===== src/sv/stcf_pkg.sv =====
// Shared types, constants and register codes for the scrolled tilemap cell fetch.
`timescale 1ns / 1ps
`default_nettype none

package stcf_pkg;

  // Default geometry
  localparam int TileSizeDef = 32;
  localparam int MapRowsDef  = 64;
  localparam int MapColsDef  = 64;
  localparam int ViewRowsDef = 64;
  localparam int ViewColsDef = 64;
  localparam int MaxSetsDef  = 3;

  // Register file layout
  localparam int SetRegs      = 3;
  localparam int CfgIdxW      = 3;
  localparam int CfgDataW     = 16;
  localparam int MaxSheetCols = 1024;
  localparam int DivSteps     = 16;

  localparam logic [CfgIdxW-1:0] REG_TILESET_COUNT = 3'd0;
  localparam logic [CfgIdxW-1:0] REG_FIRST_ID0     = 3'd1;
  localparam logic [CfgIdxW-1:0] REG_FIRST_ID1     = 3'd2;
  localparam logic [CfgIdxW-1:0] REG_FIRST_ID2     = 3'd3;
  localparam logic [CfgIdxW-1:0] REG_COLS0         = 3'd4;
  localparam logic [CfgIdxW-1:0] REG_COLS1         = 3'd5;
  localparam logic [CfgIdxW-1:0] REG_COLS2         = 3'd6;

  localparam logic MODE_WRITE  = 1'b0;
  localparam logic MODE_RENDER = 1'b1;

  typedef struct packed {
    logic        mode;
    logic [5:0]  map_row;
    logic [5:0]  map_col;
    logic [15:0] tile_value;
    logic [5:0]  screen_row;
    logic [5:0]  screen_col;
    logic [11:0] scroll_x;
    logic [11:0] scroll_y;
  } stcf_item_t;

  typedef struct packed {
    logic               draw;
    logic               out_of_map;
    logic signed [11:0] dest_x;
    logic signed [11:0] dest_y;
    logic [1:0]         set_index;
    logic [15:0]        sheet_row;
    logic [9:0]         sheet_col;
  } stcf_result_t;

  // Controller to datapath
  typedef struct packed {
    logic load;
    logic mul;
    logic rem;
    logic fix;
    logic rd;
    logic div_load;
    logic div_step;
    logic emit;
    logic emit_draw;
    logic write;
  } stcf_cmd_t;

  // Datapath to controller
  typedef struct packed {
    logic view_miss;
    logic map_miss;
    logic id_zero;
    logic div_last;
  } stcf_status_t;

endpackage

`default_nettype wire


===== src/sv/stcf_ctrl.sv =====
// Sequencing state machine for the scrolled tilemap cell fetch.
`timescale 1ns / 1ps
`default_nettype none

module stcf_ctrl
  import stcf_pkg::*;
(
  input  wire logic         clk_i,
  input  wire logic         rst_ni,
  input  wire logic         accept_i,
  input  wire logic         mode_i,
  input  wire stcf_status_t status_i,
  output stcf_cmd_t         cmd_o,
  output logic              busy_o,
  output logic              done_o
);

  typedef enum logic [2:0] {
    S_IDLE,
    S_MUL,
    S_REM,
    S_FIX,
    S_CHECK,
    S_PICK,
    S_DIV,
    S_OUT
  } state_e;

  state_e state_q, state_d;
  logic   done_q, done_d;

  always_comb begin
    cmd_o   = '0;
    state_d = state_q;
    done_d  = 1'b0;
    case (state_q)
      S_IDLE: begin
        if (accept_i && (mode_i == MODE_RENDER)) begin
          cmd_o.load = 1'b1;
          state_d    = S_MUL;
        end else if (accept_i) begin
          cmd_o.write = 1'b1;
        end
      end
      S_MUL: begin
        cmd_o.mul = 1'b1;
        state_d   = S_REM;
      end
      S_REM: begin
        cmd_o.rem = 1'b1;
        state_d   = S_FIX;
      end
      S_FIX: begin
        cmd_o.fix = 1'b1;
        state_d   = S_CHECK;
      end
      S_CHECK: begin
        if (status_i.view_miss || status_i.map_miss) begin
          cmd_o.emit = 1'b1;
          done_d     = 1'b1;
          state_d    = S_IDLE;
        end else begin
          cmd_o.rd = 1'b1;
          state_d  = S_PICK;
        end
      end
      S_PICK: begin
        if (status_i.id_zero) begin
          cmd_o.emit = 1'b1;
          done_d     = 1'b1;
          state_d    = S_IDLE;
        end else begin
          cmd_o.div_load = 1'b1;
          state_d        = S_DIV;
        end
      end
      S_DIV: begin
        cmd_o.div_step = 1'b1;
        if (status_i.div_last) state_d = S_OUT;
      end
      S_OUT: begin
        cmd_o.emit      = 1'b1;
        cmd_o.emit_draw = 1'b1;
        done_d          = 1'b1;
        state_d         = S_IDLE;
      end
      default: state_d = S_IDLE;
    endcase
  end

  always_ff @(posedge clk_i or negedge rst_ni) begin
    if (!rst_ni) begin
      state_q <= S_IDLE;
      done_q  <= 1'b0;
    end else begin
      state_q <= state_d;
      done_q  <= done_d;
    end
  end

  assign busy_o = (state_q != S_IDLE);
  assign done_o = done_q;

endmodule

`default_nettype wire


===== config.mk =====
export PLATFORM = sky130hd
export DESIGN_NAME = stcf_ctrl
export DESIGN_NICKNAME = d
export VERILOG_FILES = /design/src/sv/stcf_pkg.sv /design/src/sv/stcf_ctrl.sv
export SDC_FILE = /design/constraint.sdc
export NUM_CORES = 1
export LEC_CHECK = 0
export ABC_CLOCK_PERIOD_IN_PS = 1550
export BUFFER_PORTS_ARGS = -buffer_cell sky130_fd_sc_hd__buf_2
export CAP_MARGIN = 20
export CORE_AREA = 10 10 47 49
export DETAILED_ROUTE_END_ITERATION = 16
export DIE_AREA = 0 0 57 59
export PLACE_DENSITY = 0.55
export SLEW_MARGIN = 20
export SYNTH_ARGS = -nofsm -noshare
export SYNTH_HDL_FRONTEND = slang
export SYNTH_SLANG_ARGS = --single-unit
export TNS_END_PERCENT = 10

===== constraint.sdc =====
create_clock -name clk_i -period 1.55 [get_ports clk_i]
set_input_delay 0.31 -clock clk_i [delete_from_list [all_inputs] [get_ports clk_i]]
set_output_delay 0.31 -clock clk_i [all_outputs]
set_load 0.005 [all_outputs]

# Word-level counts from Yosys, hierarchy flattened
# Index checks and enable logic that the tools add are counted.
[word_totals]
ff_bits = 4
inputBits = 8
[classes]
n_eq_ne = 9
muxes = 22
reduce_logical = 5
[ops]
columns = ["op", "count"]
rows = [
  ["$pmux 3 s8", 1],
  ["$mux 1", 16],
  ["$eq 3x3->1 const B", 4],
  ["$mux 3", 4],
  ["$eq 3x2->1 const B", 2],
  ["$ne 2x2->1 const B", 2],
  ["$eq 3x1->1 const B", 1],
  ["$logic_not 3->1", 1],
  ["$pmux 1 s3", 1],
  ["$reduce_bool 3->1", 1],
  ["$reduce_and 2->1", 1],
  ["$logic_and 1x1->1", 1],
  ["$logic_or 1x1->1", 1],
]

# Depth between registers and ports, before layout
[logic_depth]
ltp_word = 3
depth_mapped = 4
mapped_depth_nobuf = 3

# Least setup slack after synthesis
# Ideal clock, no wire load.
[synth_path]
path_type = "reg2out"
startpoint = "register state_q[1]"
endpoint = "output cmd_o[9] (netlist name)"
required_time_ns = 1.240
stages_incl_launch_ff = 4
arrival_ns = 0.937
slack_ns = 0.303
path_cell_list = "dfrtp_1 -> buf_2 -> nor3_1 -> and3_1"
[synth_lines]
columns = ["element", "line_no", "source"]
rows = [
  ["start: declaration", "stcf_ctrl.sv:29", "state_e state_q, state_d;"],
  ["start signal: assignment", "stcf_ctrl.sv:96", "state_q <= state_d;"],
  ["end: declaration", "stcf_ctrl.sv:13", "output stcf_cmd_t cmd_o,"],
]

==> summary.md <==
| Metric | Value |
|---|---|
| Status | finished, final reports clean |
| Final Max Slew Viols | 0 |
| Crit-path cells | nand2b_4 -> o221a_4 -> buf_6 |
| H-Tree Depth | 1 |
| Syn Area/Cell | slightly above 8 µm² |
| Synth area leaders | dfrtp_1 35%, nand2_1 6.6%, nor2_1 6.6% |
| Synth cell types | 19 |
| Layout cells sized above 1 | 0.617 |
| Final min period | around 1.5 ns |
| Worst VDD drop | 0.519 mV |
| Slowest cell on the critical path | dfrtp_1 |
| Crit path DAT | approximately 1.2 ns |
| Initial antenna violation count | 0 |
| Worst-skew pair later-pin latency | around 0.24 ns |
| Crit path max fanout | 4 |
| Drt total wl | between 900 and 1000 µm |
| GRT Overall Usage | 0.0558 |
| Post-synthesis cell area | ~280 µm² |
| Die H | 59 µm |
| Row cnt | 14 |
| Starting Density | 0.202 |
| Rel. slew slack | 0.790 |
| Max cap viols | 0 |
| Sequential area share after synthesis | 0.354 |
| I/O pin cnt | 20 |
| Worst-path clk slew | 0.04 ns |
| RD Place Congestion | roughly 0.76 |
| # diodes | 0 |
| CP max stage delay | around 0.42 ns |
| First-pass GRT wire length | 1370 µm |
| Syn-to-layout area delta | 76.1% |
| Core area | between 1000 and 1500 µm² |
| Req. time, crit path | 1.24 ns |
| CTS tree | built |
| Fillers | about 160 |
| PortBufs | 19 |
| Largest net degree at the start of global routing | 14 |
| Full die area | 3360 µm² |
| Routed len/inst | 12.1 µm |
| Clk buf depth | 2 |
| Worst clock skew | 0.00185 ns |
| R2R depth | 4 |
| Via Count | about 330 |
| Hpwl dp | approximately 700 µm |
| Crit path launch type | register |
| Net count reported at finish | 70 |
| Synth top area share | 0.354 |
| Yosys reg bits | 4 |
| Crit end category | output port |
| Fin. Hold Viols | 0 |
| TritonCTS Sinks | 4 |
| Power Dens Cells | about 1700 nW/µm² |
| Global route overflow | 0 |
| Least-Margin Pin Slew | 0.314 ns |
| YS warnings | 0 |
| Final setup viols | 0 |
| Vias/cell | 4.36 |
| Post-synth net total | 43 |
| Placed Cells | 69 |
| Root buf cell | clkbuf_4 |
| Fmax | around 0.65 GHz |
| Total CTS buffers | 3 |
| DRT Pass-1 Iters | 1 |
| Post-synth top area cell | dfrtp_1 |
| Leak | between 0.2 and 0.3 nW |
| Setup TNS | 0 ns |
| Critical path type | register to output port |
| Fin cells | 76 |
| Initial DRC count | 0 |
| Mapped Cells | 35 |
| HP Class | primary input to async pin |
| Period utilisation layout | 0.989 |
| Vias in the first global route | between 300 and 400 |
| Residual DRC | 0 |
| Die W | roughly 57 µm |
| Antenna-violating nets left | 0 |
| Fin util | 0.355 |
-- cell usage in the layout, fill, tap and decap left out --
cell	instances
buf_2	17
nand2_1	5
nor2_1	4
buf_4	4
clkbuf_4	3
dfrtp_1	3
buf_6	3
inv_1	2
o21ai_0	2
nand2b_4	1
nor3b_2	1
and3_4	1
and3_2	1
nor2_2	1
nor3_1	1
nor2_4	1
o221a_4	1
nor3_2	1
and3_1	1
o21a_1	1
a211o_1	1
and2_1	1
a211o_2	1
a211oi_1	1
dlygate4sd3_1	1
dfrtp_2	1
-- final timing paths --
check	from	to	slack [ns]
hold reg to reg	state_q[0]$_DFFE_PN0P_	state_q[0]$_DFFE_PN0P_	0.56
setup reg to reg	state_q[1]$_DFFE_PN0P_	state_q[2]$_DFFE_PN0P_	0.25
setup / recovery	state_q[1]$_DFFE_PN0P_	cmd_o[2]	0.02
hold / removal	rst_ni	state_q[2]$_DFFE_PN0P_	0.41
min in group clk_i	status_i[0]	state_q[0]$_DFFE_PN0P_	0.42
max in group asynchronous	rst_ni	state_q[0]$_DFFE_PN0P_	1.02
-- state kept, by name (all words and copies together), names as in the netlist --
signal and cells:
done_o 1, state_q 3
-- report_power, final --
part           total (mW)  internal (mW)  switching [mW]
sequential          0.214          0.151          0.0635
combinational       0.507          0.283           0.224
clock               0.129         0.0866          0.0425
-- metrics by stage --
step / power (mW) / hold slack, ns / instance area [µm²] / worst slack, ns
floorplan: 0.433 / 0.0144 / 283 / 0.303
global placement: 0.578 / 0.116 / 395 / 0.183
detailed placement: 0.578 / 0.117 / 395 / 0.180
CTS: 0.719 / 0.400 / 430 / -0.0632
global route: 0.927 / 0.422 / 498 / -0.0215
finish: 0.851 / 0.408 / 498 / 0.0171
-- cells by family after synthesis --
group                  after synthesis  share of synthesized area
AND/OR/NAND/NOR                     19                      0.363
buffers and inverters                5                     0.0885
AO/OA/AOI/OAI                        7                      0.195
flip-flops                           4                      0.354
-- area by class of cell --
| cell class | instances | area (µm²) | share of cell area |
|---|---|---|---|
| Clock buffer | 3 | 22.5 | 0.0452 |
| Sequential cell | 4 | 101 | 0.204 |
| Tap cell | 16 | 20.0 | 0.0402 |
| Timing Repair Buffer | 25 | 159 | 0.319 |
| Multi-Input combinational cell | 26 | 188 | 0.377 |
| Inverter | 2 | 7.51 | 0.0151 |
-- critical path, delay by kind of cell (launching register included) --
kind	cells	cell delay, ns
DFF	1	0.42
AOI/OAI and AO/OA	1	0.27
and+or+nand+nor	1	0.18
buffers and inverters	1	0.11
-- synth_stat cells --
master and count:
o21a_1 1, buf_2 2, buf_4 1, a211oi_1 1
o221a_2 1, o21ai_0 2, nand2_1 5, and2_1 1
a211o_1 1, nor3b_2 1, inv_1 2, dfrtp_1 4
nand2b_2 1, a211o_2 1, nor2_2 1, and3_1 1
nor2_1 5, nor3_1 2, and3_2 2
-- routing by layer --
| layer | routed length, µm | part of all wire | vias up | global-route usage |
|---|---|---|---|---|
| li1 | - | - | 168 | - |
| met1 | 306 | 0.33 | 149 | 0.0382 |
| met2 | 521 | 0.57 | 12 | 0.0930 |
| met3 | 77 | 0.084 | 2 | 0.0279 |
| met4 | 14 | 0.015 | 0 | 0.0805 |
| met5 | 0 | 0 | - | 0 |
-- what timing repair did --
item,4_1_cts,5_1_grt
pin swaps,0,2
endpoints found under the setup margin,4,5
endpoints found under the hold margin,4,0
setup buffers,0,3
hold buffers,1,0
gates resized for setup,1,9
No activity file was read; power rests on OpenSTA's default activity.
